**src/hw/rtl/crb_pkg.sv**
```systemverilog
// shared types and constants for the chunk reorder buffer
package crb_pkg;

  // default number of slots in the slot store
  localparam int SLOTS_DEF = 16;

  // reset value of the reorder depth register
  localparam logic [3:0] MAX_AHEAD_RST = 4'd15;

  // field widths
  localparam int IDX_W  = 32;
  localparam int PAY_W  = 32;
  localparam int LEN_W  = 16;
  localparam int STAT_W = 3;
  localparam int CFG_W  = 4;

  // operation codes
  localparam logic OP_INSERT  = 1'b0;
  localparam logic OP_DEQUEUE = 1'b1;

  // result status codes
  localparam logic [STAT_W-1:0] STATUS_OK        = 3'd0;
  localparam logic [STAT_W-1:0] STATUS_DELIVERED = 3'd1;
  localparam logic [STAT_W-1:0] STATUS_TOO_FAR   = 3'd2;
  localparam logic [STAT_W-1:0] STATUS_NOT_READY = 3'd3;
  localparam logic [STAT_W-1:0] STATUS_TOO_LARGE = 3'd4;

  // sequencer states
  typedef enum logic {
    ST_IDLE,
    ST_EXEC
  } state_t;

endpackage

```
**src/hw/rtl/crb_ram.sv**
```systemverilog
// generic single write port ram with registered read
module crb_ram #(
  parameter int WIDTH = 8,
  parameter int DEPTH = 16,
  localparam int ADDR_W = (DEPTH > 1) ? $clog2(DEPTH) : 1
) (
  input  logic              clk,
  input  logic              we,
  input  logic [ADDR_W-1:0] waddr,
  input  logic [WIDTH-1:0]  wdata,
  input  logic              re,
  input  logic [ADDR_W-1:0] raddr,
  output logic [WIDTH-1:0]  rdata
);

  logic [WIDTH-1:0] mem [DEPTH];

  // write port
  always_ff @(posedge clk) begin
    if (we) begin
      mem[waddr] <= wdata;
    end
  end

  // registered read port
  always_ff @(posedge clk) begin
    if (re) begin
      rdata <= mem[raddr];
    end
  end

endmodule

```
**src/hw/rtl/chunk_reorder_buffer.sv**
```systemverilog
// top level of the chunk reorder buffer: slot store, sequencer and result register
//
//   channel   direction  handshake               contents
//   in        request    in_valid / in_stall     operation, chunk_number, payload,
//                                                length, buffer_room
//   out       result     out_valid / out_stall   status, delivered_payload,
//                                                delivered_length, delivered_index
//   cfg       write      cfg_wr_en               cfg_wr_data (reorder depth)
//
// each request is accepted in ST_IDLE, where the accept issues the slot store read;
// ST_EXEC then applies the read data, writes an inserted chunk into the store and
// loads the result. the slot store read is registered, so its data is applied in
// ST_EXEC; one request is in flight at a time.
// a new request is taken while the previous result is being taken at the same edge.
// rst is synchronous; it clears the full bits, the head and the index at once,
// no clearing pass. a depth write clears them the same way.
// out_stall holds the result register and, through in_stall, the input side.
module chunk_reorder_buffer #(
  parameter int SLOTS = crb_pkg::SLOTS_DEF
) (
  input  logic                        clk,
  input  logic                        rst,

  input  logic                        cfg_wr_en,
  input  logic [crb_pkg::CFG_W-1:0]   cfg_wr_data,

  input  logic                        in_valid,
  output logic                        in_stall,
  input  logic                        operation,
  input  logic [crb_pkg::IDX_W-1:0]   chunk_number,
  input  logic [crb_pkg::PAY_W-1:0]   payload,
  input  logic [crb_pkg::LEN_W-1:0]   length,
  input  logic [crb_pkg::LEN_W-1:0]   buffer_room,

  output logic                        out_valid,
  input  logic                        out_stall,
  output logic [crb_pkg::STAT_W-1:0]  status,
  output logic [crb_pkg::PAY_W-1:0]   delivered_payload,
  output logic [crb_pkg::LEN_W-1:0]   delivered_length,
  output logic [crb_pkg::IDX_W-1:0]   delivered_index
);

  localparam int SLOT_W = (SLOTS > 1) ? $clog2(SLOTS) : 1;
  localparam int CAP_W  = $clog2(SLOTS + 1);
  localparam int CMP_W  = (CAP_W > crb_pkg::CFG_W + 1) ? CAP_W : crb_pkg::CFG_W + 1;
  localparam int ENT_W  = crb_pkg::LEN_W + crb_pkg::PAY_W;
  localparam int CAP_RST_I = (int'(crb_pkg::MAX_AHEAD_RST) + 1 > SLOTS) ?
                             SLOTS : int'(crb_pkg::MAX_AHEAD_RST) + 1;
  localparam logic [CAP_W-1:0] CAP_RST = CAP_W'(CAP_RST_I);

  // control state
  crb_pkg::state_t            state, state_next;
  logic [CAP_W-1:0]           cap;
  logic [crb_pkg::IDX_W-1:0]  next_index;
  logic [SLOT_W-1:0]          head_slot;
  logic [SLOTS-1:0]           slot_full;

  // request held for ST_EXEC
  logic                       op_q;
  logic [SLOT_W-1:0]          slot_q;
  logic [crb_pkg::STAT_W-1:0] ins_status_q;
  logic                       sel_full_q;
  logic [crb_pkg::PAY_W-1:0]  payload_q;
  logic [crb_pkg::LEN_W-1:0]  length_q;
  logic [crb_pkg::LEN_W-1:0]  room_q;

  // sequencer outputs
  logic in_accept;
  logic exec;

  // combinational request decode
  logic [CMP_W-1:0]           cap_req;
  logic [CAP_W-1:0]           cap_next;
  logic [crb_pkg::IDX_W-1:0]  ahead;
  logic [CAP_W:0]             slot_sum;
  logic [CAP_W:0]             slot_wrap;
  logic [SLOT_W-1:0]          ins_slot;
  logic [crb_pkg::STAT_W-1:0] ins_status;
  logic [SLOT_W-1:0]          sel_slot;

  // ST_EXEC results
  logic [ENT_W-1:0]           ram_rdata;
  logic [crb_pkg::PAY_W-1:0]  head_payload;
  logic [crb_pkg::LEN_W-1:0]  head_length;
  logic                       ins_write;
  logic                       deq_ok;
  logic [crb_pkg::STAT_W-1:0] deq_status;
  logic [CAP_W-1:0]           head_inc;
  logic [SLOT_W-1:0]          head_next;

  // next state
  always_comb begin
    state_next = state;
    case (state)
      crb_pkg::ST_IDLE: begin
        if (in_accept) begin
          state_next = crb_pkg::ST_EXEC;
        end
      end
      crb_pkg::ST_EXEC: begin
        state_next = crb_pkg::ST_IDLE;
      end
      default: begin
        state_next = crb_pkg::ST_IDLE;
      end
    endcase
  end

  // sequencer outputs
  always_comb begin
    in_stall = 1'b1;
    exec     = 1'b0;
    case (state)
      crb_pkg::ST_IDLE: begin
        in_stall = out_valid && out_stall;
      end
      crb_pkg::ST_EXEC: begin
        exec = 1'b1;
      end
      default: begin
        in_stall = 1'b1;
      end
    endcase
  end

  assign in_accept = in_valid && !in_stall;

  always_ff @(posedge clk) begin
    if (rst) begin
      state <= crb_pkg::ST_IDLE;
    end else begin
      state <= state_next;
    end
  end

  // slot count from the depth register, limited to the store size
  always_comb begin
    cap_req  = CMP_W'(cfg_wr_data) + CMP_W'(1);
    cap_next = (cap_req > CMP_W'(SLOTS)) ? CAP_W'(SLOTS) : CAP_W'(cap_req);
  end

  // insert: range check and slot position, one wrap at the slot count
  always_comb begin
    ahead     = chunk_number - next_index;
    slot_sum  = (CAP_W + 1)'(head_slot) + (CAP_W + 1)'(ahead[CAP_W-1:0]);
    slot_wrap = (slot_sum >= (CAP_W + 1)'(cap)) ? slot_sum - (CAP_W + 1)'(cap) : slot_sum;
    ins_slot  = slot_wrap[SLOT_W-1:0];
    if (chunk_number < next_index) begin
      ins_status = crb_pkg::STATUS_DELIVERED;
    end else if (ahead >= crb_pkg::IDX_W'(cap)) begin
      ins_status = crb_pkg::STATUS_TOO_FAR;
    end else begin
      ins_status = crb_pkg::STATUS_OK;
    end
    sel_slot = (operation == crb_pkg::OP_INSERT) ? ins_slot : head_slot;
  end

  // capture the request
  always_ff @(posedge clk) begin
    if (in_accept) begin
      op_q         <= operation;
      slot_q       <= ins_slot;
      ins_status_q <= ins_status;
      sel_full_q   <= slot_full[sel_slot];
      payload_q    <= payload;
      length_q     <= length;
      room_q       <= buffer_room;
    end
  end

  // slot contents: length over descriptor
  crb_ram #(
    .WIDTH (ENT_W),
    .DEPTH (SLOTS)
  ) u_slot_ram (
    .clk   (clk),
    .we    (ins_write),
    .waddr (slot_q),
    .wdata ({length_q, payload_q}),
    .re    (in_accept),
    .raddr (head_slot),
    .rdata (ram_rdata)
  );

  // ST_EXEC: apply read data
  always_comb begin
    head_payload = ram_rdata[crb_pkg::PAY_W-1:0];
    head_length  = ram_rdata[ENT_W-1:crb_pkg::PAY_W];
    ins_write    = exec && (op_q == crb_pkg::OP_INSERT) &&
                   (ins_status_q == crb_pkg::STATUS_OK) && !sel_full_q;
    if (!sel_full_q) begin
      deq_status = crb_pkg::STATUS_NOT_READY;
    end else if (head_length > room_q) begin
      deq_status = crb_pkg::STATUS_TOO_LARGE;
    end else begin
      deq_status = crb_pkg::STATUS_OK;
    end
    deq_ok    = exec && (op_q == crb_pkg::OP_DEQUEUE) &&
                (deq_status == crb_pkg::STATUS_OK);
    head_inc  = CAP_W'(head_slot) + CAP_W'(1);
    head_next = (head_inc >= cap) ? '0 : head_inc[SLOT_W-1:0];
  end

  // buffer state: depth write clears, insert sets, dequeue frees and advances
  always_ff @(posedge clk) begin
    if (rst) begin
      cap        <= CAP_RST;
      next_index <= '0;
      head_slot  <= '0;
      slot_full  <= '0;
    end else if (cfg_wr_en) begin
      cap        <= cap_next;
      next_index <= '0;
      head_slot  <= '0;
      slot_full  <= '0;
    end else begin
      if (ins_write) begin
        slot_full[slot_q] <= 1'b1;
      end
      if (deq_ok) begin
        slot_full[head_slot] <= 1'b0;
        next_index           <= next_index + 1'b1;
        head_slot            <= head_next;
      end
    end
  end

  // result register
  always_ff @(posedge clk) begin
    if (rst) begin
      out_valid <= 1'b0;
    end else if (exec) begin
      out_valid <= 1'b1;
    end else if (!out_stall) begin
      out_valid <= 1'b0;
    end
  end

  always_ff @(posedge clk) begin
    if (exec) begin
      if (op_q == crb_pkg::OP_INSERT) begin
        status            <= ins_status_q;
        delivered_payload <= '0;
        delivered_length  <= '0;
        delivered_index   <= '0;
      end else begin
        status            <= deq_status;
        delivered_payload <= deq_ok ? head_payload : '0;
        delivered_length  <= deq_ok ? head_length : '0;
        delivered_index   <= deq_ok ? next_index : '0;
      end
    end
  end

  // checks
  a_head_in_range: assert property (@(posedge clk) disable iff (rst)
    32'(head_slot) < 32'(cap))
    else $error("head slot beyond slot count");

  a_fail_zero: assert property (@(posedge clk) disable iff (rst)
    out_valid && (status != crb_pkg::STATUS_OK) |->
      (delivered_payload == '0) && (delivered_length == '0) && (delivered_index == '0))
    else $error("refused request carries delivery data");

  a_deq_advance: assert property (@(posedge clk) disable iff (rst)
    deq_ok && !cfg_wr_en |=> next_index == $past(next_index) + 1'b1)
    else $error("index did not advance on delivery");

  a_result_from_exec: assert property (@(posedge clk) disable iff (rst)
    $rose(out_valid) |-> $past(state == crb_pkg::ST_EXEC))
    else $error("result without a request in progress");

endmodule
```
**config.mk**
```make
export PLATFORM = sky130hd
export DESIGN_NAME = chunk_reorder_buffer
export DESIGN_NICKNAME = d
export VERILOG_FILES = /design/src/hw/rtl/crb_pkg.sv /design/src/hw/rtl/crb_ram.sv /design/src/hw/rtl/chunk_reorder_buffer.sv
export SDC_FILE = /design/constraint.sdc
export NUM_CORES = 1
export LEC_CHECK = 0
export BUFFER_PORTS_ARGS = -buffer_cell sky130_fd_sc_hd__buf_2
export CAP_MARGIN = 20
export CORE_ASPECT_RATIO = 0.75
export CORE_UTILIZATION = 60
export CTS_CLUSTER_SIZE = 30
export DETAILED_ROUTE_END_ITERATION = 7
export PLACE_DENSITY = 0.83
export SLEW_MARGIN = 20
export SYNTH_ARGS = -nofsm -noshare
export SYNTH_HDL_FRONTEND = slang
export SYNTH_SLANG_ARGS = --single-unit
```
**constraint.sdc**
```tcl
create_clock -name clk -period 13.5 [get_ports clk]
set_input_delay 2.025 -clock clk [delete_from_list [all_inputs] [get_ports clk]]
set_output_delay 2.025 -clock clk [all_outputs]
set_load 0.1 [all_outputs]
```
### Word level (Yosys, flattened, before mapping)

Memory sizes are Yosys's and may differ from the RTL's. A register that Yosys moved wholly into a read port is not among the register bits.
Cells that the tools add are included.

* latch bits: 0
* RAM bits: 768
* memories: 1
* register bits after elaboration: 215
* bits in read-only memories: 0
* word-level logic and storage cells: 82
* output and inout bits: 85

* $mul: 0
* shift operators: 0
* $add $sub $neg: 6
* divide/modulo/power cells: 0
* multiplexer cells: 26
* eq/ne operators: 1
* reductions and logical operators: 15
* magnitude comparators: 11
* bitwise logic cells: 5

Memory list
* u_slot_ram.mem: words 16, bits a word 48, rd ports 1, clocked after Yosys merged registers in 1, write ports 1, RTL line crb_ram.sv:16 `logic [WIDTH-1:0] mem [DEPTH];`

Operator list (number)
* 16-bit 2-to-1 mux: 4
* 32-bit by 1-bit adder with 32-bit output, second input constant: 1
* 32-bit by 5-bit greater-or-equal comparator with 1-bit output: 1
* 32-bit < comparator: 1
* 32-bit subtractor: 1
* 16-bit AND: 1
* 16-bit greater-than comparator: 1
* 16-bit inverter: 1
* 16-bit OR: 1
* 4-bit by 5-bit < comparator with 1-bit output, second input constant: 3
* 4-bit 2-to-1 mux: 3
* 4-bit by 1-bit adder with 5-bit output, second input constant: 2
* 1-bit 2-to-1 mux: 10
* 1-bit logical AND: 9
* 3-bit 2-to-1 mux: 3
* 1-bit demux with 4-bit select: 2
* 4-bit by 1-bit greater-or-equal comparator with 1-bit output, second input constant: 2
* 4-bit by 5-bit adder with 6-bit output: 1
* 6-bit by 5-bit greater-or-equal comparator with 1-bit output: 1
* 3-bit zero test: 2
* 5-bit greater-or-equal comparator: 1
* 5-bit greater-than comparator, second input constant: 1
* 5-bit 2-to-1 mux: 1
* 1-bit binary-select mux with 4-bit select: 1
* 8 further kinds: 10

### Depth between registers and ports, before layout

Gate-level depths: netlist (run 1).

* depth in word-level cells: 10
* mapped depth: 19

### By module

Synthesis (run 1) repeated with hierarchy kept, for this count alone.

* cells, all modules: 2245
* area, all modules: 41258.3 µm²

By module, submodules not included
* crb_ram: cells each 1242, instances 1, area each 30175.2 µm², sequential area each 24503.5 µm²
* chunk_reorder_buffer: cells each 1003, instances 1, area each 11083.1 µm², sequential area each 5835.6 µm²

### Worst setup path before layout (run 1)

OpenSTA, ideal clock, no wires.

* kind: register to register
* start: register state
* end: register slot_full[0]
* setup time: 0.086 ns
* period minus slack after synthesis: 6.743 ns
* path slack: 6.757 ns
* required time: 13.414 ns
* data arrival time: 6.657 ns
* stages on the path, launching flop included: 6
* path through: dfxtp_1 nand2_1 or3_1 nor3_1 o21ai_0 a31oi_1

* word-level cells in the longest chain between the ends: 9

RTL lines
* start: declaration: RTL line chunk_reorder_buffer.sv:52 `crb_pkg::state_t state, state_next;`
* start signal: assignment: RTL line chunk_reorder_buffer.sv:130 `state <= crb_pkg::ST_IDLE;`
* start signal: assignment: RTL line chunk_reorder_buffer.sv:132 `state <= state_next;`
* 1-bit 2-to-1 mux (*): RTL line chunk_reorder_buffer.sv:113 `case (state)`
* 1-bit logical AND (2 in series): RTL line chunk_reorder_buffer.sv:189 `ins_write = exec && (op_q == crb_pkg::OP_INSERT) &&`
* 1-bit logical AND: RTL line chunk_reorder_buffer.sv:190 `(ins_status_q == crb_pkg::STATUS_OK) && !sel_full_q;`
* 16-bit 2-to-1 mux: RTL line chunk_reorder_buffer.sv:217 `if (ins_write) begin`
* 16-bit 2-to-1 mux: RTL line chunk_reorder_buffer.sv:211 `end else if (cfg_wr_en) begin`
* 16-bit 2-to-1 mux: RTL line chunk_reorder_buffer.sv:206 `if (rst) begin`
* 16-bit AND (no line)
* 16-bit 2-to-1 mux (*): RTL line chunk_reorder_buffer.sv:220 `if (deq_ok) begin`
* end signal: assignment: RTL line chunk_reorder_buffer.sv:210 `slot_full <= '0;`
* end signal: assignment: RTL line chunk_reorder_buffer.sv:215 `slot_full <= '0;`
* end signal: indexed assignment: RTL line chunk_reorder_buffer.sv:221 `slot_full[head_slot] <= 1'b0;`
* end: declaration: RTL line chunk_reorder_buffer.sv:56 `logic [SLOTS-1:0] slot_full;`

Mark *: on every way between the ends. The rest lies on a longest branch, timed or not. The select of a mux whose other input is x is not followed.
A chain may end at the register's enable or synchronous reset.

### Worst setup path after layout (run 1)

* start: input chunk_number[0] (netlist bit)
* end: register sel_full_q, data pin

* word-level cells in the longest chain between the ends: 7

RTL lines
* start: declaration: RTL line chunk_reorder_buffer.sv:30 `input logic [crb_pkg::IDX_W-1:0] chunk_number,`
* 32-bit subtractor (*): RTL line chunk_reorder_buffer.sv:144 `ahead = chunk_number - next_index;`
* 4-bit by 5-bit adder with 6-bit output (*): RTL line chunk_reorder_buffer.sv:145 `slot_sum = (CAP_W + 1)'(head_slot) + (CAP_W + 1)'(ahead[CAP_W-1:0]);`
* 6-bit by 5-bit greater-or-equal comparator with 1-bit output / 4-bit subtractor (equally long branches): RTL line chunk_reorder_buffer.sv:146 `slot_wrap = (slot_sum >= (CAP_W + 1)'(cap)) ? slot_sum - (CAP_W + 1)'(cap) : slot_sum;`
* 4-bit 2-to-1 mux (*): RTL line chunk_reorder_buffer.sv:146
* via slot_wrap[2]: RTL line chunk_reorder_buffer.sv:76 `logic [CAP_W:0] slot_wrap;`
* 4-bit 2-to-1 mux (*): RTL line chunk_reorder_buffer.sv:155 `sel_slot = (operation == crb_pkg::OP_INSERT) ? ins_slot : head_slot;`
* 1-bit binary-select mux with 4-bit select (*): RTL line chunk_reorder_buffer.sv:164 `sel_full_q <= slot_full[sel_slot];`
* 1-bit 2-to-1 mux (implied by the code) (*): RTL line chunk_reorder_buffer.sv:164
* end signal: assignment: RTL line chunk_reorder_buffer.sv:164
* end: declaration: RTL line chunk_reorder_buffer.sv:62 `logic sel_full_q;`

Mark *: on every way through the listed nets, which the timed path passes. The rest lies on a longest branch. The select of a mux whose other input is x is not followed.

==> results of run 1 <==
## final cells by class
cell class	instances	area (um^2)
multi-input combinational	946	10340
tap	882	1104
clock inverter	58	686.9
timing repair buffer	222	1220
clock buffer	110	2412
sequential	1030	30360
fill	4086	20990
inverter	79	296.5
## worst max path at each step
stage | startpoint | endpoint | slack, ps | cells after the start
after floorplan | state$_SDFF_PP0_ | slot_full[0]$_SDFF_PP0_ | 6760 | 5
after global placement | chunk_number[0] | sel_full_q$_DFFE_PP_ | 7310 | 18
after detailed placement | chunk_number[0] | sel_full_q$_DFFE_PP_ | 7170 | 18
after CTS | chunk_number[0] | sel_full_q$_DFFE_PP_ | 7840 | 18
after global routing | chunk_number[0] | sel_full_q$_DFFE_PP_ | 7610 | 18
final | chunk_number[0] | sel_full_q$_DFFE_PP_ | 7790 | 18
## critical path, cell delays in order
cell     delay, ps
buf_2          100
inv_1           70
ha_1           140
inv_1           50
fa_1           550
inv_1           80
fa_1           590
inv_1           60
ha_1           290
a21bo_2        210
a21oi_1        140
o21ai_0        170
nor2_1         310
mux2_2         410
mux2_2         330
mux2_2         240
o22ai_1         80
a211o_1        260
## where the power goes
part / switching [uW] / internal [uW] / leakage [uW]
logic: 174 / 73.6 / 0.00418
registers: 52.7 / 3530 / 0.00935
clock network: 1160 / 1550 / 0.00151
total: 1380 / 5160 / 0.0150
## cell families (layout without fill, tap and decap cells)
| kind of cell | after synthesis | after routing | share of synthesized area [%] |
|---|---|---|---|
| DFF | 1030 | 1030 | 73.62 |
| and+or+nand+nor | 335 | 335 | 4.223 |
| muxes | 268 | 268 | 13.82 |
| AOI/OAI and AO/OA | 239 | 239 | 3.753 |
| buffers and inverters | 168 | 469 | 1.600 |
| adders and majority gates | 78 | 78 | 2.423 |
| xor gates and xnor gates | 26 | 26 | 0.5526 |
## registers in the layout, summed over array words and instances, names as in the netlist, 2 cells and up
register / flops
u_slot_ram.mem: 768
u_slot_ram.rdata: 48
delivered_index: 32
delivered_payload: 32
next_index: 32
payload_q: 32
delivered_length: 16
length_q: 16
room_q: 16
slot_full: 16
cap: 5
head_slot: 4
slot_q: 4
status: 3
ins_status_q: 2
## synth_stat cells, types with 3 or more instances
cell type	n
xor2_1	6
buf_1	21
o31ai_1	5
and2_1	54
dfxtp_1	59
nor2_1	85
nor3_1	14
a211o_1	4
or2_2	3
mux2_2	9
a21boi_0	5
nand2b_1	14
or3_1	14
o2111ai_1	5
o22ai_1	3
o21a_1	8
a21oi_1	72
ha_1	75
o211ai_1	7
nor2b_1	4
and3_1	9
or3_2	6
mux2i_1	19
o21ai_0	55
nor4_1	8
a31oi_1	17
xnor2_1	20
nand3_1	28
nand4_1	18
edfxtp_1	971
o41ai_1	7
mux4_2	240
o311ai_0	5
fa_1	3
a21o_1	15
clkbuf_1	64
a211oi_1	7
inv_1	79
nand2_1	61
## per-stage QoR
stage	setup slack, ps	util [%]	area, um^2	hold slack [ps]	cells
after CTS	7838	68.83	46390	464.4	3326
after global placement	7314	64.23	43300	446.2	3158
after detailed placement	7174	64.23	43300	452.1	3158
after floorplan	6757	-	41210	438.0	2144
after global routing	7612	68.86	46420	506.1	3327
final	7792	68.86	46420	464.7	3327
## metal layers
layer / vias up / share of wire (%) / GRT usage [%]
met2: 1233 / 50 / 46.63
met3: 182 / 8.4 / 4.395
met4: 2 / 2.4 / 7.371
met1: 11250 / 39 / 38.95
met5: - / 0.0072 / 0
li1: 9151 / - / -
==> reports/summary.txt, run 1 <==
status = finished, final reports clean
Most used DFF post-synth = edfxtp_1
Die W = 304.6 um
Leakage Power = 0.01504 uW
layout cells sized above 1 = 26.54%
Seq cells post-synth = 1030
total CTS buffers = 92
vias = 21820
Final period util = 42.28%
FP Rows = 82
DR WL/cell = 29.08 um
post-route setup TNS = 0 ps
total track usage = 27.94%
Antenna Cells = 0
post-CTS setup buffers = 0
CTS tree = built
DR vias/cell = 6.558
final slew viol count = 0
I/O pins = 191
IO buf count = 190
Die Ht = 229.0 um
P&R area growth vs syn = 12.64%
Routed WL = 96.76 mm
post-layout minimum cycle time = 5708 ps
area leader, netlist = edfxtp_1
crit-path max FO = 6
setup slack, reg-to-reg = 8730 ps
most frequent cells in the layout = 971 x edfxtp_1, 240 x mux4_2, 190 x buf_2
area of the die = 69740 um^2
Clock Latency Late Sink = 660 ps
synthesized area = 41210 um^2
Post-synth EDFFs = 971
first-pass GRT wire length = 141.4 mm
WS Path Type = input port to flip-flop
Seq/Total Area, Yosys = 73.62%
reg2reg path depth = 16
RR Startpoint = next_index[0]$_SDFFE_PP0P_
Starting Density = 61.13%
Reg clk slew, reported paths = 60 ps
Synth top area share = 70.76%
grt ovf = 0
Worst-Margin Slew = 1176 ps
CTS Root Cell = clkbuf_16
peak supply drop = 0.1139 mV
fin nets = 2555
Ys Warns = 0
Critical Path End Type = flip-flop
total core area = 67410 um^2
Cells after Synth = 2144
hold depth = 2
Max-Cap Viols = 0
synthesized area per cell = 19.22 um^2
fraction of registers with async set/reset = 0%
Cell Pwr Density = 140.9 nW/um^2
setup violators final = 0
remaining antenna violation count = 0
drt pass-1 iters = 6
Startpoint Class = input port
WP data arrival = 6100 ps
number of global-route vias before repair = 22030
DP HPWL = 50.75 mm
unrepaired setup endpoints after global routing = no
total power draw = 6541 uW
# clock sinks = 1030
Fin. Hold Viols = 0
CTS Hold Bufs = 0
Endpoint, Worst Hold = next_index[28]$_SDFFE_PP0P_
commonest non-fill, non-tap cell in the layout = edfxtp_1
initial antenna violation count = 2
gpl congestion = 0.8929
Synth cell types = 76
CP required = 13900 ps
DRT iter0 DRCs = 2486
DR DRC count = 0
CTS Buffer Depth = 3
Clock Skews = 20.68 ps
Area contributors post-synth = edfxtp_1 71%, mux4_2 13%, dfxtp_1 2.9%
syn nets = 2328
beginning of the worst hold path = next_index[28]$_SDFFE_PP0P_
Max Freq = 175.2 MHz
depth of the CTS H-tree = 3
post-CTS resize count = 0
relative slew slack = 21.58%
pin count of the biggest net entering global routing = 121
Hold Crit Class = flip-flop to flip-flop
reg2reg end = sel_full_q$_DFFE_PP_
Note: power is estimated with default switching activity, not from simulation.
==> run 2, diff against run 1 <==
Settings changed: CORE_UTILIZATION 60 to 55, PLACE_DENSITY 0.83 to 0.8.
Clock period 13.5 ns to 5.1 ns, I/O delays scaled along.
==> run 2 against run 1 <==
  * Register-to-register slack worse by 8100 ps
  * Total power rose to 2.7 times the previous value
  * Sequential cell count unchanged
  * Worst setup slack worse by 7200 ps
  * Critical path depth down 1
  * Sequential share of layout area down 0.62 points
  * Clock skew up 47 ps
  * Routed wire length down 1.2%
  * Die area up 9.0%
  * Combinational power rose to 2.7 times the previous value
  * Final area up 0.96%
  * Core utilization down 5.4 points
==> reports/summary.txt, run 2 (synthesized netlist as in run 1, its figures left out) <==
status = finished, final reports clean
crit-path max FO = 8 (+2)
most frequent cells in the layout = 971 x edfxtp_1, 240 x mux4_2, 190 x buf_2
first-pass GRT wire length = 141.4 mm (about the same)
final slew viol count = 0 (unchanged)
Hold Crit Class = input port to flip-flop
Die Ht = 239.1 um (+4.4%)
Cell Pwr Density = 376.0 nW/um^2 (+170%)
Final WS setup = 584.1 ps (-7208 ps)
met1 Use GR = 34.45% (-4.5 points)
post-route setup TNS = 0 ps (unchanged)
CTS Buffer Depth = 3 (unchanged)
CTS Hold Bufs = 0 (unchanged)
met3 Use GR = 5.100% (+0.70 points)
DP HPWL = 50.20 mm (-1.1%)
WP data arrival = 4930 ps (-1170 ps)
vias = 21650 (-0.76%)
post-layout minimum cycle time = 4516 ps
commonest non-fill, non-tap cell in the layout = edfxtp_1
max reg flops = 768 (unchanged)
most used routing layer = met2
Buf+Inv Stages, Crit Path = 4 (-1)
gpl congestion = 0.8898 (-0.35%)
Clock Skews = 67.43 ps (+46.74 ps)
FP Rows = 86 (+4.9%)
DRT iter0 DRCs = 2337 (-6.0%)
pin count of the biggest net entering global routing = 161 (+33%)
DR vias/cell = 6.322 (-3.6%)
DR WL/cell = 27.92 um (-4.0%)
Startpoint Class = flip-flop
most used cell, CP = inv_1
Slowest-stage cell, CP = fa_1
largest reg by FF count = u_slot_ram.mem
total CTS buffers = 95 (+3.3%)
remaining antenna violation count = 0 (unchanged)
total track usage = 25.53% (-2.4 points)
Starting Density = 55.83% (-5.3 points)
Fin. Hold Viols = 0 (unchanged)
setup violators final = 0 (unchanged)
Die W = 318.1 um (+4.4%)
depth of the CTS H-tree = 3 (unchanged)
placed inst area = 43560 um^2 (+0.61%)
Setup WS pre-CTS = 160.2 ps (-7014 ps)
Critical Path End Type = flip-flop
post-route core utilization = 63.49% (-5.4 points)
Antenna Cells = 0 (unchanged)
Final period util = 88.55%
I/O pins = 191 (unchanged)
grt ovf = 0 (unchanged)
placed cell count = 3249 (+2.9%)
layout cells sized above 1 = 27.43% (+0.89 points)
crit-path cells = ha_1 > inv_1 > fa_1 > inv_1 > fa_1 > inv_1 > ha_1 > a21bo_2 > a21oi_1 > o21ai_0 > o21ba_2 > o31ai_4 > buf_4 > mux2i_1 > mux2_2 > o22ai_1 > a211o_1
CP required = 5510 ps (-8390 ps)
unrepaired setup endpoints after global routing = no
Worst-Margin Slew = 1142 ps (-34.42 ps)
IO buf count = 190 (unchanged)
Reg clk slew, reported paths = 70 ps (about the same)
WS Path Type = flip-flop to flip-flop
# clock sinks = 1030 (unchanged)
Clock Latency Late Sink = 680 ps (+20 ps)
drt pass-1 iters = 5 (-1)
CTS tree = built
P&R area growth vs syn = 13.73%
DR DRC count = 0 (unchanged)
M2 GR Usage = 42.64% (-4.0 points)
CTS Root Cell = clkbuf_16
Worst path max stage delay = 590 ps (about the same)
post-CTS setup buffers = 0 (unchanged)
Largest regs = u_slot_ram.mem: 768 flops, u_slot_ram.rdata: 48 flops
Max-Cap Viols = 0 (unchanged)
post-CTS resize count = 0 (unchanged)
peak supply drop = 0.2823 mV (+150%)
total core area = 73820 um^2 (+9.5%)
Routed WL = 95.62 mm (-1.2%)
Post-Layout Cell Count = 3425 (+2.9%)
initial antenna violation count = 1 (-1)
design area = 46860 um^2 (+0.96%)
Top Family by Delay on Critical Path = adder cells
fin nets = 2563 (+0.31%)
number of global-route vias before repair = 22100 (+0.33%)
Max Freq = 221.4 MHz
Leakage Power = 0.01517 uW (+0.84%)
relative slew slack = 23.87% (+2.3 points)
area of the die = 76030 um^2 (+9.0%)
## run 2: cell types whose count changed in the layout (fill, tap and decap cells not counted), moves of 2 or more
cell,delta
buf_12,+6
inv_6,+2
nor3_4,+4
clkinvlp_4,+7
clkbuf_1,-10
nor3_2,-4
bufinv_16,+2
clkinv_2,+3
## run 2: final timing paths
path | start | endpoint | slack (ps) | cells past startpoint
max | next_index[0]$_SDFFE_PP0P_ | sel_full_q$_DFFE_PP_ | 580 | 17
min | length[4] | length_q[4]$_DFFE_PP_ | 260 | 1
max reg2reg | next_index[0]$_SDFFE_PP0P_ | sel_full_q$_DFFE_PP_ | 580 | 17
min reg2reg | next_index[28]$_SDFFE_PP0P_ | next_index[28]$_SDFFE_PP0P_ | 460 | 2
## run 2: per-layer routing
layer | wire, um | vias to the layer above
li1 | - | 9160
met1 | 37420 | 11280
met2 | 47990 | 1052
met3 | 7887 | 157
met4 | 2317 | 0
met5 | 0 | -
## run 2: stage by stage
stage | power [uW] | hold slack, ps
after floorplan | 10090 | 438.0
after global placement | 10300 | 446.9
after detailed placement | 10330 | 462.2
after CTS | 17710 | 220.0
after global routing | 18060 | 236.5
final | 17620 | 261.0
## run 2: report_power, final
| group | internal (uW) | leakage, uW | switching (uW) | total [uW] |
|---|---|---|---|---|
| sequential | 9360 | 0.00934 | 145 | 9500 |
| clock | 4270 | 0.00158 | 3190 | 7460 |
| combinational | 199 | 0.00424 | 463 | 662 |
| total | 13800 | 0.0152 | 3800 | 17600 |
## run 2: worst register-to-register path: stages, from the launching register on
cell	delay, ps
dfxtp_1	470
ha_1	200
inv_1	50
fa_1	540
inv_1	70
fa_1	590
inv_1	60
ha_1	290
a21bo_2	220
a21oi_1	140
o21ai_0	160
o21ba_2	250
o31ai_4	210
buf_4	220
mux2i_1	260
mux2_2	190
o22ai_1	90
a211o_1	270
## run 2: area by class of cell
class | instances | area (um^2)
Clock inverter | 73 | 863.3
Multi-Input combinational cell | 946 | 10370
Clock buffer | 102 | 2414
Tap cell | 968 | 1211
Fill cell | 4891 | 26950
Sequential cell | 1030 | 30360
Inverter | 79 | 296.5
Timing Repair Buffer | 227 | 1349
==> run 3, diff against run 2 <==
Settings changed: RECOVER_POWER set to 100.
==> run 3 against run 2 <==
  * The run now ends with max-capacitance violations, max-slew violations left
  * Non-clock buffer count unchanged
  * Sequential share of layout area increased by 0.41 points
  * Critical path depth unchanged
  * Final area decreased by 0.65%
  * Total power decreased by 0.11%
  * First-iteration DRC count decreased by 1.6%
  * Clock skew decreased by 1.5 ps
  * Worst setup slack got worse by 99 ps
  * Die area unchanged
  * Core utilization decreased by 0.41 points
  * Combinational power decreased by 3%
  * Clock power about the same
  * Highest routed layer unchanged
==> reports/summary.txt, run 3 (synthesized netlist as in run 1, its figures left out) <==
status = complete, but fails checks
failing checks = max-capacitance violations, max-slew violations
Die Ht = 239.1 um (unchanged)
largest reg by FF count = u_slot_ram.mem
WS Path Type = flip-flop to flip-flop
design area = 46560 um^2 (-0.65%)
Reg clk slew, reported paths = 70 ps (about the same)
Fin. Hold Viols = 0 (unchanged)
total track usage = 25.53% (unchanged)
DR vias/cell = 6.335 (+0.21%)
Die W = 318.1 um (unchanged)
Sw Ratio = 21.54% (about the same)
max reg flops = 768 (unchanged)
Hold Crit Class = input port to flip-flop
remaining antenna violation count = 0 (unchanged)
initial antenna violation count = 0 (-1)
crit-path max FO = 8 (unchanged)
Clock Power Share = 42.4% (about the same)
DR WL/cell = 27.91 um (about the same)
CP required = 5510 ps (about the same)
CTS Hold Bufs = 0 (unchanged)
fin nets = 2563 (unchanged)
Startpoint Class = flip-flop
I/O pins = 191 (unchanged)
total core area = 73820 um^2 (unchanged)
met1 Use GR = 34.45% (unchanged)
Clock Latency Late Sink = 680 ps (about the same)
DRT iter0 DRCs = 2300 (-1.6%)
Final period util = 90.49% (+1.9 points)
DP HPWL = 50.20 mm (unchanged)
Worst-Margin Slew = 2308 ps (+1166 ps)
relative slew slack = -53.88% (-78 points)
final slew viol count = 209 (+209)
CTS Buffer Depth = 3 (unchanged)
area of the die = 76030 um^2 (unchanged)
gpl congestion = 0.8898 (unchanged)
P&R area growth vs syn = 12.99%
post-CTS resize count = 0 (unchanged)
CTS Root Cell = clkbuf_16
first-pass GRT wire length = 141.4 mm (unchanged)
unrepaired setup endpoints after global routing = no
part of the power in registers = 54.0% (about the same)
post-CTS setup buffers = 0 (unchanged)
DR DRC count = 0 (unchanged)
pin count of the biggest net entering global routing = 161 (unchanged)
post-route setup TNS = 0 ps (unchanged)
Antenna Cells = 0 (unchanged)
Critical Path End Type = flip-flop
vias = 21700 (+0.21%)
number of global-route vias before repair = 22100 (unchanged)
Max-Cap Viols = 5 (+5)
met3 Use GR = 5.100% (unchanged)
CTS tree = built
Clock Skews = 65.96 ps (-1.467 ps)
placed inst area = 43560 um^2 (unchanged)
peak supply drop = 0.2821 mV (about the same)
total CTS buffers = 95 (unchanged)
commonest non-fill, non-tap cell in the layout = edfxtp_1
post-layout minimum cycle time = 4615 ps (+99.28 ps)
IO buf count = 190 (unchanged)
Routed WL = 95.59 mm (about the same)
Layout fillers = 4985 (+1.9%)
most frequent cells in the layout = 971 x edfxtp_1, 240 x mux4_2, 116 x clkbuf_1
Power Internal = 13810 uW (about the same)
layout cells sized above 1 = 22.34% (-5.1 points)
WP data arrival = 5030 ps (+100 ps)
Largest regs = u_slot_ram.mem: 768 flops, u_slot_ram.rdata: 48 flops
net switching power figure = 3791 uW (-0.17%)
most used routing layer = met2
setup violators final = 0 (unchanged)
# clock sinks = 1030 (unchanged)
Starting Density = 55.83% (unchanged)
FP Rows = 86 (unchanged)
Leakage Power = 0.01476 uW (-2.7%)
depth of the CTS H-tree = 3 (unchanged)
Max Freq = 216.7 MHz (-2.2%)
drt pass-1 iters = 7 (+2)
logic gate share of total power = 3.7% (about the same)
M2 GR Usage = 42.64% (unchanged)
Cell Pwr Density = 378.1 nW/um^2 (+0.54%)
grt ovf = 0 (unchanged)
==> run 3: cell count changes in the layout (fill, tap and decap cells not counted), sizes merged <==
cell / previous run / this run
buf: 227 / 97
clkbuf: 102 / 232
==> run 3: area by class of cell <==
class                      instances  area (um^2)  area share (%)
sequential                      1030        30350           65.19
multi-input combinational        946        10280           22.08
clock buffer                     102         2414           5.184
tap                              968         1211           2.601
timing repair buffer             227         1140           2.448
clock inverter                    73        863.3           1.854
inverter                          79        296.5          0.6369
==> run 3: power by group through the flow <==
stage,Combinational (uW),Clock (uW),Sequential (uW)
floorplan,298,0,9790
global placement,642,0,9660
detailed placement,655,0,9680
CTS,660,7550,9500
global route,689,7840,9510
finish,643,7460,9500
==> run 3: through the flow <==
step           hold WS [ps]  util (%)  cells  setup slack [ps]  power, uW
2_1_floorplan         438.0         -   2144             510.0      10090
3_3_place_gp          446.9     59.00   3249             242.1      10300
3_5_place_dp          462.2     59.01   3249             160.2      10330
4_1_cts               220.0     63.45   3424             592.3      17710
5_1_grt               236.5     63.08   3425             207.5      18040
6_report              258.0     63.08   3425             484.8      17600
==> run 3: worst paths after layout <==
path                                     from                     endpoint  slack (ps)  depth (start not counted)
setup reg to reg   next_index[0]$_SDFFE_PP0P_         sel_full_q$_DFFE_PP_         480                         17
setup / recovery   next_index[0]$_SDFFE_PP0P_         sel_full_q$_DFFE_PP_         480                         17
hold reg to reg   next_index[28]$_SDFFE_PP0P_  next_index[28]$_SDFFE_PP0P_         460                          2
hold / removal                      length[4]        length_q[4]$_DFFE_PP_         260                          1
==> run 3: worst max-delay path: stages, from the launching register on <==
cell      delay, ps
dfxtp_1         470
ha_1            200
inv_1            50
fa_1            540
inv_1            70
fa_1            590
inv_1            60
ha_1            290
a21bo_2         220
a21oi_1         140
o21ai_0         160
o21ba_1         230
o31ai_4         210
clkbuf_2        310
mux2i_1         280
mux2_2          200
o22ai_1         100
a211o_1         280
==> run 3: layer usage <==
metal	vias up	part of all wire (%)
li1	9176	-
met1	11270	39
met2	1088	50
met3	168	8.5
met4	0	2.5
met5	-	0
